[src/design/mwo_pkg.sv]
package mwo_pkg;

  // wave tables
  localparam int unsigned TAB_DEPTH = 512;
  localparam int unsigned TAB_AW    = $clog2(TAB_DEPTH);
  localparam int unsigned QUART     = TAB_DEPTH / 4;
  localparam int unsigned QW        = TAB_AW - 2;
  localparam int unsigned FRAC_W    = 32 - TAB_AW;
  localparam int unsigned TRI_SH    = 17 - TAB_AW;

  localparam int unsigned MAX_BUF = 4096;
  localparam int unsigned LEN_W   = 13;
  localparam int unsigned ADDR_W  = 5;

  // waveform codes
  localparam logic [2:0] WF_SAW     = 3'd0;
  localparam logic [2:0] WF_SQUARE  = 3'd1;
  localparam logic [2:0] WF_NOISE   = 3'd2;
  localparam logic [2:0] WF_TRI     = 3'd3;
  localparam logic [2:0] WF_INTERP  = 3'd4;
  localparam logic [2:0] WF_TTRI    = 3'd5;
  localparam logic [2:0] WF_TSINE   = 3'd6;
  localparam logic [2:0] WF_INVALID = 3'd7;

  // register indexes
  localparam logic [2:0] REG_WAVEFORM = 3'd0;
  localparam logic [2:0] REG_STEP     = 3'd1;
  localparam logic [2:0] REG_PW       = 3'd2;
  localparam logic [2:0] REG_TARGET   = 3'd3;
  localparam logic [2:0] REG_BUFLEN   = 3'd4;

  localparam logic signed [34:0] ONE_Q28   = 35'sd268435456;
  localparam logic [28:0]        STEP_MAX  = 29'd510027366;
  localparam logic signed [28:0] PW_MAX    = 29'sd241591910;
  localparam logic [14:0]        AMP_FLOOR = 15'd33;
  localparam logic signed [32:0] AMP_TOP   = 33'sd1073709056;
  localparam logic [30:0]        PM_MOD    = 31'h7fffffff;
  localparam logic [14:0]        PM_MULT   = 15'd16807;

  localparam logic [2:0]  RST_WAVEFORM = WF_SAW;
  localparam logic [28:0] RST_STEP     = 29'd2678268;
  localparam logic [12:0] RST_BUFLEN   = 13'd1024;

  localparam longint HALF_PI_Q30 = 64'sd1686629713;
  localparam longint Q30_L       = 64'sd1073741824;

  typedef enum logic [1:0] {MS_ILO, MS_IHI, MS_SEED, MS_AMP} mul_sel_e;

  typedef struct packed {
    logic     load;
    logic     silent_upd;
    logic     rdiv_start;
    logic     rinc_load;
    logic     wdiv_start;
    logic     tab_adv;
    logic     rom0;
    logic     rom1;
    logic     acc_ld;
    logic     val_ld;
    logic     seed_upd;
    logic     mul_en;
    logic     finish;
    mul_sel_e mul_sel;
  } cmd_t;

  typedef struct packed {
    logic       fob;
    logic       silent_new;
    logic       mute;
    logic       wrap;
    logic [2:0] waveform;
    logic       div_busy;
  } stat_t;

  typedef struct packed {
    logic [2:0]         waveform;
    logic [28:0]        phase_step;
    logic signed [28:0] pulse_width;
    logic [14:0]        target_amp;
    logic [12:0]        buf_len;
    logic               wf_clear;
  } cfg_t;

  // quarter sine, Q1.15 magnitudes, worked out at elaboration
  function automatic logic [(QUART+1)*17-1:0] build_qsine();
    logic [(QUART+1)*17-1:0] tab;
    longint r, x, x2, t, s;
    int k;
    tab = '0;
    for (k = 0; k <= int'(QUART); k++) begin
      r  = (longint'(k) * Q30_L) / QUART;
      x  = (r * HALF_PI_Q30) >>> 30;
      x2 = (x * x) >>> 30;
      t  = Q30_L - x2 / 72;
      t  = Q30_L - ((x2 * t) >>> 30) / 42;
      t  = Q30_L - ((x2 * t) >>> 30) / 20;
      t  = Q30_L - ((x2 * t) >>> 30) / 6;
      s  = (x * t) >>> 30;
      s  = (s + 64'sd16384) >>> 15;
      tab[k*17 +: 17] = s[16:0];
    end
    return tab;
  endfunction

  localparam logic [(QUART+1)*17-1:0] QSINE = build_qsine();

  // full table entry 0..TAB_DEPTH, sine or triangle
  function automatic logic signed [16:0] rom_val(input logic is_tri,
                                                 input logic [TAB_AW:0] c);
    logic [1:0]          quad;
    logic [QW:0]         k;
    logic signed [16:0]  q;
    logic signed [17:0]  ramp;
    logic signed [17:0]  tv;
    quad = c[TAB_AW-1 -: 2];
    k    = quad[0] ? ((QW+1)'(QUART) - {1'b0, c[QW-1:0]}) : {1'b0, c[QW-1:0]};
    q    = $signed(QSINE[int'(k)*17 +: 17]);
    ramp = $signed({{(TRI_SH+1){1'b0}}, c[TAB_AW-2:0]} << TRI_SH);
    if (c[TAB_AW]) begin
      tv = -18'sd32768;
    end else if (c[TAB_AW-1]) begin
      tv = 18'sd32768 - ramp;
    end else begin
      tv = -18'sd32768 + ramp;
    end
    if (is_tri) begin
      return tv[16:0];
    end
    return quad[1] ? -q : q;
  endfunction

  function automatic logic signed [15:0] clamp16(input logic signed [66:0] v);
    if (v > 67'sd32767) begin
      return 16'sd32767;
    end else if (v < -67'sd32768) begin
      return $signed(16'h8000);
    end
    return v[15:0];
  endfunction

  function automatic logic signed [31:0] sat32(input logic signed [35:0] v);
    if (v > 36'sh07fffffff) begin
      return 32'sh7fffffff;
    end else if (v < -36'sh080000000) begin
      return $signed(32'h80000000);
    end
    return v[31:0];
  endfunction

endpackage

[src/design/mwo_ctrl.sv]
module mwo_ctrl (
  input  logic          clk_i,
  input  logic          rst_ni,
  input  logic          in_valid_i,
  output logic          in_stall_o,
  output logic          out_valid_o,
  input  logic          out_stall_i,
  input  mwo_pkg::stat_t stat_i,
  output mwo_pkg::cmd_t  cmd_o
);
  import mwo_pkg::*;

  localparam logic [3:0] ST_IDLE = 4'd0;
  localparam logic [3:0] ST_RAMP = 4'd1;
  localparam logic [3:0] ST_RDIV = 4'd2;
  localparam logic [3:0] ST_SEL  = 4'd3;
  localparam logic [3:0] ST_WDIV = 4'd4;
  localparam logic [3:0] ST_TAB0 = 4'd5;
  localparam logic [3:0] ST_TAB1 = 4'd6;
  localparam logic [3:0] ST_IA   = 4'd7;
  localparam logic [3:0] ST_IB   = 4'd8;
  localparam logic [3:0] ST_IC   = 4'd9;
  localparam logic [3:0] ST_NS   = 4'd10;
  localparam logic [3:0] ST_NM   = 4'd11;
  localparam logic [3:0] ST_MUL  = 4'd12;
  localparam logic [3:0] ST_FIN  = 4'd13;

  logic [3:0] state_q, state_d;
  logic       out_valid_q, out_valid_d;
  logic       slot_free;

  assign in_stall_o  = state_q != ST_IDLE;
  assign out_valid_o = out_valid_q;
  assign slot_free   = !out_valid_q || !out_stall_i;

  always_comb begin
    cmd_o   = '0;
    cmd_o.mul_sel = MS_AMP;
    state_d = state_q;
    unique case (state_q)
      ST_IDLE: begin
        if (in_valid_i) begin
          cmd_o.load = 1'b1;
          state_d    = ST_RAMP;
        end
      end
      ST_RAMP: begin
        if (stat_i.fob) begin
          cmd_o.silent_upd = 1'b1;
          if (!stat_i.silent_new) begin
            cmd_o.rdiv_start = 1'b1;
            state_d          = ST_RDIV;
          end else begin
            state_d = ST_SEL;
          end
        end else begin
          state_d = ST_SEL;
        end
      end
      ST_RDIV: begin
        if (!stat_i.div_busy) begin
          cmd_o.rinc_load = 1'b1;
          state_d         = ST_SEL;
        end
      end
      ST_SEL: begin
        if (stat_i.mute) begin
          state_d = ST_FIN;
        end else begin
          case (stat_i.waveform) inside
            WF_SAW, WF_SQUARE: begin
              if (stat_i.wrap) begin
                cmd_o.wdiv_start = 1'b1;
                state_d          = ST_WDIV;
              end else begin
                state_d = ST_MUL;
              end
            end
            WF_NOISE: state_d = stat_i.wrap ? ST_NS : ST_MUL;
            WF_TRI:   state_d = ST_MUL;
            default: begin
              cmd_o.tab_adv = 1'b1;
              state_d       = ST_TAB0;
            end
          endcase
        end
      end
      ST_WDIV: begin
        if (!stat_i.div_busy) begin
          state_d = ST_MUL;
        end
      end
      ST_TAB0: begin
        cmd_o.rom0 = 1'b1;
        state_d    = (stat_i.waveform == WF_INTERP) ? ST_TAB1 : ST_MUL;
      end
      ST_TAB1: begin
        cmd_o.rom1 = 1'b1;
        state_d    = ST_IA;
      end
      ST_IA: begin
        cmd_o.mul_en  = 1'b1;
        cmd_o.mul_sel = MS_ILO;
        state_d       = ST_IB;
      end
      ST_IB: begin
        cmd_o.mul_en  = 1'b1;
        cmd_o.mul_sel = MS_IHI;
        cmd_o.acc_ld  = 1'b1;
        state_d       = ST_IC;
      end
      ST_IC: begin
        cmd_o.val_ld = 1'b1;
        state_d      = ST_MUL;
      end
      ST_NS: begin
        cmd_o.mul_en  = 1'b1;
        cmd_o.mul_sel = MS_SEED;
        state_d       = ST_NM;
      end
      ST_NM: begin
        cmd_o.seed_upd = 1'b1;
        state_d        = ST_MUL;
      end
      ST_MUL: begin
        cmd_o.mul_en = 1'b1;
        state_d      = ST_FIN;
      end
      ST_FIN: begin
        if (slot_free) begin
          cmd_o.finish = 1'b1;
          state_d      = ST_IDLE;
        end
      end
      default: state_d = ST_IDLE;
    endcase
  end

  assign out_valid_d = (out_valid_q && out_stall_i) || cmd_o.finish;

  always_ff @(posedge clk_i or negedge rst_ni) begin
    if (!rst_ni) begin
      state_q     <= ST_IDLE;
      out_valid_q <= 1'b0;
    end else begin
      state_q     <= state_d;
      out_valid_q <= out_valid_d;
    end
  end

endmodule

[config.mk]
export PLATFORM = sky130hd
export DESIGN_NAME = mwo_ctrl
export DESIGN_NICKNAME = d
export VERILOG_FILES = /design/src/design/mwo_pkg.sv /design/src/design/mwo_ctrl.sv
export SDC_FILE = /design/constraint.sdc
export NUM_CORES = 1
export LEC_CHECK = 0
export ABC_AREA = 1
export BUFFER_PORTS_ARGS = -buffer_cell sky130_fd_sc_hd__buf_2
export CAP_MARGIN = 15
export CORE_MARGIN = 2
export CORE_UTILIZATION = 30
export CTS_BUF_LIST = sky130_fd_sc_hd__clkbuf_8
export DETAILED_ROUTE_END_ITERATION = 8
export GPL_ROUTABILITY_DRIVEN = 0
export SLEW_MARGIN = 10
export SYNTH_ARGS = -nofsm -noshare
export SYNTH_HDL_FRONTEND = slang
export SYNTH_SLANG_ARGS = --single-unit
[constraint.sdc]
create_clock -name clk_i -period 1.8 [get_ports clk_i]
set_input_delay 0.36 -clock clk_i [delete_from_list [all_inputs] [get_ports clk_i]]
set_output_delay 0.36 -clock clk_i [all_outputs]
set_load 0.01 [all_outputs]
---- Word level (Yosys, flattened, before mapping) ----
Cells that the tools add are included.
Widths: inputs -> output; s select.
storage, ports and cells
  bits of input ports ..................... 12
  logic and storage cells ................. 72
  output and inout port bits .............. 17
  flip-flop bits (word level) ............. 5
cells by class
  reduce and logical (&&, ||, !) cells .... 12
  multiplexer cells ....................... 37
  eq/ne operators ......................... 21
operators with widths
  operator            number
  $pmux 4 s13         1
  $mux 4              11
  $eq 4x4->1 const B  6
  $mux 1              19
  $eq 4x3->1 const B  4
  $eq 4x2->1 const B  2
  $mux 2              4
  $ne 2x2->1 const B  4
  $eq 3x2->1 const B  2
  $pmux 2 s3          1
  $eq 4x1->1 const B  1
  $logic_not 4->1     1
  $reduce_and 4->1    1
  $reduce_bool 4->1   1
  $reduce_or 2->1     2
  $reduce_or 4->1     1
  $eq 3x1->1 const B  1
  $eq 3x3->1 const B  1
  $logic_not 3->1     1
  $mux 3              1
  $logic_not 1->1     2
  $logic_or 1x1->1    2
  $logic_and 1x1->1   1

---- Longest topological paths before layout ----
Gate-level depths: netlist (run 1).
  word-level depth ........................ 6
  depth in mapped cells ................... 9
  mapped depth without buffers ............ 9

---- Worst setup path after synthesis (run 1) ----
No wires, ideal clock.
  path type ............................... register -> output
  start ................................... register state_q[2]
  end ..................................... output port cmd_o[10] (netlist bit)
  path buffers ............................ 0
  cell stages (with the launch flop) ...... 6
  path slack .............................. 0.344 ns
  data arrival time ....................... 1.096 ns
  required time ........................... 1.440 ns
  cell sequence ........................... dfrtp_1 > nor2_2 > inv_2 > nor2_4 > inv_1 > nor3_1
RTL lines
  what                    line             text
  start, declared         mwo_ctrl.sv:28   logic [3:0] state_q, state_d;
  start signal, assigned  mwo_ctrl.sv:146  state_q <= state_d;
  end, declared           mwo_ctrl.sv:9    output mwo_pkg::cmd_t cmd_o

==> results by group, run 1 <==
Critical path
  • CP top delay family: flip-flops
  • CP arrival: 1.33 ns
  • Worst reg-to-reg setup slack: 0.46 ns
  • Number of cells on the worst reg-to-reg path: 6
  • Critical path's largest stage delay: 0.45 ns
  • Worst endpoint required time: 1.44 ns
  • CP most frequent cell: nor2_4
  • Worst path cell trace: nor2_4, inv_2, nor2_4, inv_1, nor3_1, buf_2
  • Slowest cell on crit path: dfrtp_2
  • Startpoint types: flip-flop
  • Crit path buf inv count: 3
  • RR Startpoint: state_q[1]$_DFFE_PN0P_
  • Crit Path Category: flip-flop to primary output
  • Crit path max fanout: 6
  • CP Capture Type: primary output
  • RR Endpoint: state_q[3]$_DFFE_PN0P_

Drt
  • Vias: 690
  • Post-Route WL: 1547 um
  • Post-route antenna net violation count: 0
  • Pre-antenna DRT Iters: 4
  • Vias per cell: 4.367
  • DRC violations left: 0
  • DR iter-0 viols: 12
  • Routed WL per cell: 9.791 um

Status
  • Status: finished, final reports clean

Timing
  • Final worst slack: 0.1090 ns
  • Max Clock Skew: 0.001426 ns
  • Slew Viols, Final: 0
  • Final Hold Vio Count: 0
  • Worst hold slack: 0.3739 ns
  • Crit path time final: 1.691 ns
  • Setup-failing EPs final: 0
  • Highest clock rate: 591.4 MHz
  • Rel. slew slack: 0.8155
  • Actual slew at the worst max-slew pin: 0.2758 ns
  • Tcrit/Tclk final: 0.9394

Global route
  • First-pass GRT wire length: 2428 um
  • Largest net degree at the start of global routing: 7
  • Vias in the first global route: 600
  • GRT Total Usage: 0.1639
  • Antenna violations before repair: 0
  • Grt total ovfl: 0

Clock tree
  • CTS Buffer Depth: 2
  • Htree depth: 1
  • Worst-skew pair later-pin latency: 0.22 ns
  • Num CTS Buffers: 3
  • Clk root buf: clkbuf_8
  • CTS tree: yes
  • Reg clk slew, reported paths: 0.04 ns
  • Sink Count: 5

Finish
  • Post-route cell area: 784.5 sq um
  • Nets: 146
  • Reg area: 126.4 sq um
  • Area of the multi-input gates: 337.8 sq um
  • Area grow syn2layout: 45.48%
  • N_diodes: 0
  • Fill cells: 184
  • Layout cells sized above 1: 0.3534

Placed design
  • Post-DP HPWL: 1274 um
  • # port buffers: 28
  • Setup WS pre-CTS: 0.2546 ns
  • Placed inst area: 710.7 sq um

Die
  • Initial Utilization: 0.3158
  • Num rows: 15
  • DIE HEIGHT: 46.40 um
  • Die X: 46.40 um
  • CORE AREA: 0.001708 sq mm
  • # IOs: 29
  • Die area: 0.002153 sq mm

Synthesis
  • FFs w/ async S/R, synth: 1.000
  • Synthesized area per cell: 5.447 sq um
  • Top cells by area, synth: dfrtp_1, nand2_1, inv_1
  • Cell area after synthesis: 539.3 sq um
  • Share of the synthesized area in the top cell type: 0.2320
  • Register area share after synthesis: 0.2320
  • Number of synthesized register bits: 5
  • Post-synth EDFFs: 0
  • Cell variety after synth: 16
  • Syn_nets: 111
  • Area leader, netlist: dfrtp_1
  • Yosys warns: 0
  • Gate Count Post-Synth: 99
  • Post-synth top flop: dfrtp_1
  • Top-count cell post-synth: nand2_1
  • Most frequent cells after synthesis: nand2_1, inv_1, nor2_1

Hold path
  • Hold Crit Depth: 3
  • WHS Endpoint: out_valid_o$_DFF_PN0_
  • Worst hold path class: input pin to flip-flop
  • HP Start: out_stall_i

Power
  • Switching Share: 0.5115
  • Pwr per Cell Area: 1545 mW/mm^2
  • Sw power: 0.0006201 W
  • Pleak: 0.4796 nW
  • Clk pwr share: 0.172
  • Pint: 0.0005923 W
  • Peak VDD IR: 0.6467 mV
  • Pwr Total: 0.001212 W
  • Sequential Power Share: 0.212
  • Comb power frac: 0.616

Flow run
  • Max_cap viols: 0
## sequential cells by signal, summed over array words and instances, names as in the netlist
signal,flops
out_valid_o,1
state_q,4
## what timing repair did
| action | 4_1_cts | 5_1_grt |
|---|---|---|
| setup buffers | 0 | 1 |
| hold endpoints to repair | 5 | 0 |
| hold buffers | 1 | 0 |
| resized for setup | 0 | 4 |
| endpoints found under the setup margin | 0 | 3 |
## final cells by class
cell class	instances	share of cell area
Multi-Input combinational cell	71	0.4306
Timing Repair Buffer	30	0.2010
Sequential cell	5	0.1611
Inverter	23	0.1100
Clock buffer	3	0.05263
Tap cell	25	0.03987
Clock inverter	1	0.004785
## kinds of logic (layout without fill, tap and decap cells)
family,count (synthesis),after routing,share of synthesized area
buf+inv,23,57,0.1601
simple gates,66,66,0.5545
flops,5,5,0.2320
compound gates,5,5,0.05337
## worst max-delay path by stage
| stage | startpoint | endpoint | slack, ns | cells after the start |
|---|---|---|---|---|
| floorplan | state_q[2]$_DFFE_PN0P_ | cmd_o[10] | 0.34 | 5 |
| global placement | state_q[3]$_DFFE_PN0P_ | cmd_o[10] | 0.29 | 6 |
| detailed placement | state_q[3]$_DFFE_PN0P_ | cmd_o[10] | 0.25 | 6 |
| CTS | state_q[3]$_DFFE_PN0P_ | cmd_o[10] | 0.009 | 6 |
| global route | state_q[3]$_DFFE_PN0P_ | cmd_o[9] | -0.003 | 6 |
| finish | state_q[3]$_DFFE_PN0P_ | cmd_o[9] | 0.11 | 6 |
## layout by cell type, fill, tap and decap left out, types with 2 or more instances in the layout
cell type / synthesis / final
nor2_4: 1 / 2
inv_1: 22 / 23
nor2_2: 5 / 5
nand2_2: 4 / 5
nor2_1: 15 / 14
buf_2: 0 / 28
nand4_1: 3 / 3
nand3_1: 5 / 5
dfrtp_1: 5 / 4
clkbuf_8: 0 / 3
o21ai_1: 2 / 2
nand2_1: 28 / 27
nor3_1: 4 / 4
## routing by layer
layer	share of wire	routed length, um	global-route usage
met1	0.42	657	0.1948
met2	0.52	798	0.2667
met3	0.045	70	0.03137
met4	0.014	21	0.1029
met5	0	0	0
## metrics by stage
stage / std cells / utilization / TNS (ns)
global placement: 152 / 0.4161 / 0
finish: 158 / 0.4593 / 0
global route: 158 / 0.4593 / -0.003460
floorplan: 99 / - / 0
CTS: 157 / 0.4484 / 0
detailed placement: 152 / 0.4161 / 0
## worst reg2reg max path, cell delays in order (launching register included)
cell and delay, ns:
dfrtp_1 0.42, nor2_1 0.27, nand3_1 0.12, o21ai_1 0.22, nor2_2 0.08, nand2_1 0.07, nand2_1 0.04
## power groups by stage
stage,registers (W),logic (W),clock network [W]
2_1_floorplan,0.000234,0.000506,0
3_3_place_gp,0.000236,0.000720,0
3_5_place_dp,0.000242,0.000716,0
4_1_cts,0.000241,0.000720,0.000213
5_1_grt,0.000266,0.000846,0.000219
6_report,0.000257,0.000747,0.000208
Power figures use the tool's default switching activity.
==> inputs of run 2 (changes only) <==
--- a/config.mk
+++ b/config.mk
@@ -6,7 +6,7 @@
 export NUM_CORES = 1
 export LEC_CHECK = 0
 export ABC_AREA = 1
-export BUFFER_PORTS_ARGS = -buffer_cell sky130_fd_sc_hd__buf_2
+export BUFFER_PORTS_ARGS = -buffer_cell sky130_fd_sc_hd__clkbuf_2
 export CAP_MARGIN = 15
 export CORE_MARGIN = 2
 export CORE_UTILIZATION = 30
==> constraint.sdc (replaced) <==
create_clock -name clk_i -period 2.2 [get_ports clk_i]
set_input_delay 0 -clock clk_i [delete_from_list [all_inputs] [get_ports clk_i]]
set_output_delay 0 -clock clk_i [all_outputs]
set_load 0.01 [all_outputs]
==> results by group, run 2 (same netlist as run 1, synthesis figures left out) <==
Critical path
  • Crit path buf inv count: 3 (unchanged)
  • Crit path max fanout: 6 (unchanged)
  • CP arrival: 1.49 ns (was 1.33 ns)
  • Startpoint types: flip-flop (unchanged)
  • Critical path's largest stage delay: 0.45 ns (about the same)
  • Slowest cell on crit path: dfrtp_1 (was dfrtp_2)
  • Worst endpoint required time: 2.20 ns (was 1.44 ns)
  • Stages on worst setup path: 6 (unchanged)
  • CP top delay family: simple AND/OR/NAND/NOR gates (was flip-flops)
  • Number of cells on the worst reg-to-reg path: 6 (unchanged)
  • Crit Path Category: flip-flop to primary output (unchanged)
  • CP Capture Type: primary output (unchanged)
  • Worst path cell trace: nor2_2, inv_2, nor2_4, inv_1, nor3_1, clkbuf_2 (was nor2_4, inv_2, nor2_4, inv_1, nor3_1, buf_2)

Drt
  • Met3 wire length: 68 um (was 70 um)
  • Top Metal Used: met3 (was met4)
  • DRC violations left: 0 (unchanged)
  • Post-route antenna net violation count: 0 (unchanged)
  • DR iter-0 viols: 22 (was 12)
  • Post-Route WL: 1475 um (was 1547 um)
  • Vias per cell: 4.446 (was 4.367)
  • Vias: 698 (was 690)
  • Pre-antenna DRT Iters: 4 (unchanged)
  • Wire length on met1: 646 um (was 657 um)
  • WL met2: 759 um (was 798 um)
  • Routed WL per cell: 9.395 um (was 9.791 um)

Power
  • Pleak: 0.4689 nW (was 0.4796 nW)
  • Comb power frac: 0.619 (was 0.616)
  • Sequential Power Share: 0.209 (was 0.212)
  • Pwr per Cell Area: 1235 mW/mm^2 (was 1545 mW/mm^2)
  • Pint: 0.0004634 W (was 0.0005923 W)
  • Peak VDD IR: 0.4265 mV (was 0.6467 mV)
  • Sw power: 0.0004820 W (was 0.0006201 W)
  • Clk pwr share: 0.172 (about the same)
  • Switching Share: 0.5098 (was 0.5115)

Placed design
  • Post-DP HPWL: 1286 um (was 1274 um)
  • # port buffers: 28 (unchanged)
  • Setup WS pre-CTS: 0.8940 ns (was 0.2546 ns)

Clock tree
  • Sink Count: 5 (unchanged)
  • Worst-skew pair later-pin latency: 0.22 ns (about the same)
  • Clk root buf: clkbuf_8 (unchanged)
  • Reg clk slew, reported paths: 0.04 ns (about the same)
  • Num CTS Buffers: 3 (unchanged)
  • Htree depth: 1 (unchanged)
  • CTS Buffer Depth: 2 (unchanged)
  • CTS tree: yes (unchanged)
  • # resized after CTS: 0 (unchanged)

Die
  • Die area: 0.002153 sq mm (unchanged)
  • Initial Utilization: 0.3158 (unchanged)
  • CORE AREA: 0.001708 sq mm (unchanged)
  • # IOs: 29 (unchanged)
  • DIE HEIGHT: 46.40 um (unchanged)
  • Die X: 46.40 um (unchanged)
  • Num rows: 15 (unchanged)

Timing
  • Rel. slew slack: 0.8349 (was 0.8155)
  • Highest clock rate: 672.1 MHz
  • Tcrit/Tclk final: 0.6763
  • Final worst slack: 0.7121 ns (was 0.1090 ns)
  • Crit path time final: 1.488 ns
  • Setup-failing EPs final: 0 (unchanged)
  • Slew Viols, Final: 0 (unchanged)
  • Final Hold Vio Count: 0 (unchanged)
  • RSZ-0062 raised after global routing: false
  • Max Clock Skew: 0.002066 ns (was 0.001426 ns)
  • Setup TNS: 0 ns (unchanged)
  • Actual slew at the worst max-slew pin: 0.2477 ns (was 0.2758 ns)

Hold path
  • Hold Crit Depth: 3 (unchanged)
  • Worst hold path class: input pin to flip-flop (unchanged)

Finish
  • Nets: 145 (was 146)
  • Layout cells sized above 1: 0.3258 (was 0.3534)
  • Commonest non-fill, non-tap cells in the layout: nand2_1, clkbuf_2, inv_1 (was buf_2, nand2_1, inv_1)
  • Max reg flops: 4 (unchanged)
  • Biggest register: state_q (unchanged)
  • Fill cells: 201 (was 184)
  • Area grow syn2layout: 42.00% (was 45.48%)
  • N_diodes: 0 (unchanged)

Global route
  • GRT Total Usage: 0.1580 (was 0.1639)
  • Largest net degree at the start of global routing: 7 (unchanged)
  • First-pass GRT wire length: 2352 um (was 2428 um)
  • Vias in the first global route: 606 (was 600)
  • Grt total ovfl: 0 (unchanged)
  • Antenna violations before repair: 0 (unchanged)

Flow run
  • Max_cap viols: 0 (unchanged)

Status
  • Status: finished, final reports clean (unchanged)
## run 2: power groups by stage
stage                     combinational [W]  clock [W]  sequential, W
after detailed placement           0.000587          0       0.000199
after global routing               0.000672   0.000173       0.000208
after floorplan                    0.000414          0       0.000191
after global placement             0.000590          0       0.000198
after CTS                          0.000592   0.000166       0.000198
final                              0.000585   0.000163       0.000197
## run 2: cell type report
type | instances | area, sq um | area share
clock inverters | 1 | 3.754 | 0.004902
well taps | 25 | 31.28 | 0.04085
clock buffers | 3 | 41.29 | 0.05392
inverters | 23 | 86.33 | 0.1127
repair buffers | 29 | 150.1 | 0.1961
flip-flops and latches | 5 | 125.1 | 0.1634
multi-input cells | 71 | 327.8 | 0.4281
## run 2: final timing paths
kind                       slack (ns)                      to                   start
hold reg to reg                  0.50   out_valid_o$_DFF_PN0_   out_valid_o$_DFF_PN0_
hold / removal                  0.008   out_valid_o$_DFF_PN0_             out_stall_i
setup reg to reg                 0.89  state_q[0]$_DFFE_PN0P_  state_q[3]$_DFFE_PN0P_
max in group asynchronous        1.93  state_q[2]$_DFFE_PN0P_                  rst_ni
min in group asynchronous        0.13  state_q[3]$_DFFE_PN0P_                  rst_ni
setup / recovery                 0.71               cmd_o[10]  state_q[3]$_DFFE_PN0P_
## run 2: through the flow
step | hold slack [ns] | std cells | utilization | cell area (sq um) | total power [W]
6_report | 0.007889 | 157 | 0.4484 | 765.7 | 0.0009453
2_1_floorplan | -0.2956 | 99 | - | 539.3 | 0.0006049
3_5_place_dp | -0.1807 | 152 | 0.4161 | 710.7 | 0.0007864
5_1_grt | 0.04063 | 157 | 0.4484 | 765.7 | 0.001053
4_1_cts | 0.007916 | 157 | 0.4484 | 765.7 | 0.0009554
3_3_place_gp | -0.1813 | 152 | 0.4161 | 710.7 | 0.0007877
## run 2: per-layer routing
| metal | GRT usage | up-vias |
|---|---|---|
| li1 | - | 364 |
| met2 | 0.2750 | 23 |
| met4 | 0.06857 | 0 |
| met3 | 0.03529 | 0 |
| met5 | 0 | - |
| met1 | 0.1825 | 311 |
## run 2: what timing repair did
item                                   4_1_cts  5_1_grt
hold buffers                                 1        0
endpoints found under the hold margin        5        0
setup buffers                                0        0
setup endpoints to repair                    0        0
## run 2: tightest hold or removal path: cells and delay by family
kind          cells  cell delay [ns]
simple gates      2             0.11
buf+inv           1             0.08
==> inputs of run 3 (changes only) <==
==> constraint.sdc (replaced) <==
create_clock -name clk_i -period 1.28 [get_ports clk_i]
set_input_delay 0 -clock clk_i [delete_from_list [all_inputs] [get_ports clk_i]]
set_output_delay 0 -clock clk_i [all_outputs]
set_load 0.01 [all_outputs]
==> results by group, run 3 (same netlist as run 1, synthesis figures left out) <==
Timing
  • Max Clock Skew: 0.002177 ns (was 0.002066 ns)
  • Crit path time final: 1.308 ns
  • Actual slew at the worst max-slew pin: 0.1795 ns (was 0.2477 ns)
  • Tcrit/Tclk final: 1.022
  • RSZ-0062 raised after global routing: true (was false)
  • Final Hold Vio Count: 0 (unchanged)
  • Highest clock rate: 764.5 MHz
  • Setup-failing EPs final: 6 (was 0)
  • Slew Viols, Final: 0 (unchanged)
  • Rel. slew slack: 0.8798 (was 0.8349)
  • Final worst slack: -0.02804 ns (was 0.7121 ns)

Critical path
  • RR Startpoint: state_q[0]$_DFFE_PN0P_ (was state_q[3]$_DFFE_PN0P_)
  • CP most frequent cell: nand2_1
  • CP arrival: 1.41 ns (was 1.49 ns)
  • RR Endpoint: state_q[0]$_DFFE_PN0P_ (unchanged)
  • Crit path buf inv count: 1 (was 3)
  • Crit Path Category: flip-flop to flip-flop (was flip-flop to primary output)
  • Worst path cell trace: nor2_4, buf_6, nand3_2, o21ai_2, nor2_2, nand2_1, nand2_1 (was nor2_2, inv_2, nor2_4, inv_1, nor3_1, clkbuf_2)
  • Slowest cell on crit path: dfrtp_2 (was dfrtp_1)
  • Startpoint types: flip-flop (unchanged)
  • Crit path max fanout: 5 (was 6)
  • CP top delay family: flip-flops (was simple AND/OR/NAND/NOR gates)
  • Worst endpoint required time: 1.38 ns (was 2.20 ns)
  • CP Capture Type: flip-flop (was primary output)
  • Number of cells on the worst reg-to-reg path: 7 (was 6)
  • Worst reg-to-reg setup slack: -0.03 ns (was 0.89 ns)
  • Critical path's largest stage delay: 0.46 ns (was 0.45 ns)

Drt
  • Vias: 759 (was 698)
  • DRC violations left: 0 (unchanged)
  • Post-route antenna net violation count: 0 (unchanged)
  • DR iter-0 viols: 17 (was 22)
  • Routed WL per cell: 10.55 um (was 9.395 um)
  • Pre-antenna DRT Iters: 4 (unchanged)
  • Post-Route WL: 1772 um (was 1475 um)
  • Vias per cell: 4.518 (was 4.446)

Power
  • Pint: 0.001038 W (was 0.0004634 W)
  • Pwr per Cell Area: 2230 mW/mm^2 (was 1235 mW/mm^2)
  • Comb power frac: 0.682 (was 0.619)
  • Pleak: 0.5477 nW (was 0.4689 nW)
  • Switching Share: 0.5004 (was 0.5098)
  • Pwr Total: 0.002079 W (was 0.0009453 W)
  • Peak VDD IR: 0.9515 mV (was 0.4265 mV)
  • Sequential Power Share: 0.182 (was 0.209)
  • Sw power: 0.001040 W (was 0.0004820 W)
  • Clk pwr share: 0.136 (was 0.172)

Finish
  • Fill cells: 182 (was 201)
  • Commonest non-fill, non-tap cell in the layout: nand2_1
  • Biggest register: state_q (unchanged)
  • Area of the multi-input gates: 399.1 sq um (was 327.8 sq um)
  • Max reg flops: 4 (unchanged)
  • Nets: 156 (was 145)
  • Area grow syn2layout: 72.85% (was 42.00%)
  • Reg area: 130.1 sq um (was 125.1 sq um)
  • Layout cells sized above 1: 0.5105 (was 0.3258)
  • Post-route cell area: 932.1 sq um (was 765.7 sq um)
  • Commonest non-fill, non-tap cells in the layout: nand2_1, inv_1, clkbuf_2 (was nand2_1, clkbuf_2, inv_1)
  • N_diodes: 0 (unchanged)

Hold path
  • Worst hold path class: input pin to flip-flop (unchanged)
  • HP Start: out_stall_i (unchanged)
  • Hold Crit Depth: 3 (unchanged)
  • WHS Endpoint: out_valid_o$_DFF_PN0_ (unchanged)

Flow run
  • Max_cap viols: 0 (unchanged)

Die
  • DIE HEIGHT: 46.40 um (unchanged)
  • # IOs: 29 (unchanged)
  • Num rows: 15 (unchanged)
  • Die area: 0.002153 sq mm (unchanged)
  • Initial Utilization: 0.3158 (unchanged)
  • Die X: 46.40 um (unchanged)
  • CORE AREA: 0.001708 sq mm (unchanged)

Clock tree
  • Num CTS Buffers: 3 (unchanged)
  • Worst-skew pair later-pin latency: 0.22 ns (about the same)
  • CTS tree: yes (unchanged)
  • Sink Count: 5 (unchanged)
  • Clk root buf: clkbuf_8 (unchanged)
  • CTS Buffer Depth: 2 (unchanged)
  • Htree depth: 1 (unchanged)
  • Reg clk slew, reported paths: 0.04 ns (about the same)

Global route
  • Vias in the first global route: 644 (was 606)
  • First-pass GRT wire length: 2594 um (was 2352 um)
  • Largest net degree at the start of global routing: 6 (was 7)
  • Grt total ovfl: 0 (unchanged)
  • Antenna violations before repair: 0 (unchanged)
  • GRT Total Usage: 0.1705 (was 0.1580)

Placed design
  • # port buffers: 28 (unchanged)
  • Setup WS pre-CTS: 0.02131 ns (was 0.8940 ns)
  • Placed inst area: 725.7 sq um (was 710.7 sq um)
  • Post-DP HPWL: 1271 um (was 1286 um)

Status
  • Status: complete, but fails checks (was finished, final reports clean)
  • Failing checks: setup timing
run 3: cell count changes in the layout (fill, tap and decap cells not counted), sizes merged:
cell	change
buf	+17
clkbuf	-6
run 3: worst max-delay path by stage:
stage	start	endpoint	slack (ns)	cells after the start
2_1_floorplan	state_q[2]$_DFFE_PN0P_	state_q[0]$_DFFE_PN0P_	0.07	6
3_3_place_gp	state_q[3]$_DFFE_PN0P_	state_q[3]$_DFFE_PN0P_	0.004	7
3_5_place_dp	state_q[2]$_DFFE_PN0P_	state_q[0]$_DFFE_PN0P_	0.02	6
4_1_cts	state_q[0]$_DFFE_PN0P_	cmd_o[0]	-0.008	5
5_1_grt	state_q[0]$_DFFE_PN0P_	state_q[2]$_DFFE_PN0P_	-0.10	7
6_report	state_q[0]$_DFFE_PN0P_	state_q[0]$_DFFE_PN0P_	-0.03	7
run 3: routing by layer:
metal,vias up,GRT usage,part of all wire
met1,339,0.2005,0.40
met4,0,0.05143,0.0011
li1,390,-,-
met3,2,0.03529,0.043
met5,-,0,0
met2,28,0.3056,0.55
run 3: power groups by stage:
| stage | logic, W | clock network [W] | registers [W] |
|---|---|---|---|
| 2_1_floorplan | 0.000711 | 0 | 0.000329 |
| 3_3_place_gp | 0.00104 | 0 | 0.000341 |
| 3_5_place_dp | 0.00103 | 0 | 0.000339 |
| 4_1_cts | 0.00125 | 0.000282 | 0.000350 |
| 5_1_grt | 0.00156 | 0.000298 | 0.000392 |
| 6_report | 0.00142 | 0.000283 | 0.000378 |
run 3: layout make-up:
class,count,area share
clock buffer,3,0.04430
clock inverter,1,0.004027
inverter,23,0.09262
multi-input combinational,71,0.4282
sequential,5,0.1396
tap,25,0.03356
timing repair buffer,40,0.2577
run 3: what timing repair did:
| action | 4_1_cts | 5_1_grt |
|---|---|---|
| hold buffers | 1 | 0 |
| pin swaps | 4 | 8 |
| hold endpoints to repair | 5 | 0 |
| buffers inserted | 7 | 2 |
| setup endpoints to repair | 6 | 15 |
| resized for setup | 13 | 19 |
run 3: stage by stage:
stage / util / setup TNS, ns / hold slack (ns) / cells
finish: 0.5458 / -0.08185 / 0.006160 / 168
global route: 0.5458 / -0.7620 / 0.05882 / 168
CTS: 0.5106 / -0.01297 / 0.01201 / 166
detailed placement: 0.4249 / 0 / -0.1803 / 154
global placement: 0.4249 / 0 / -0.1806 / 154
floorplan: - / 0 / -0.2956 / 99
run 3: worst register-to-register path, delay by kind of cell, from the launching register on:
family	cells	cell delay, ns
AO/OA/AOI/OAI	1	0.17
flip-flops	1	0.46
buffers and inverters	1	0.12
AND/OR/NAND/NOR	5	0.44
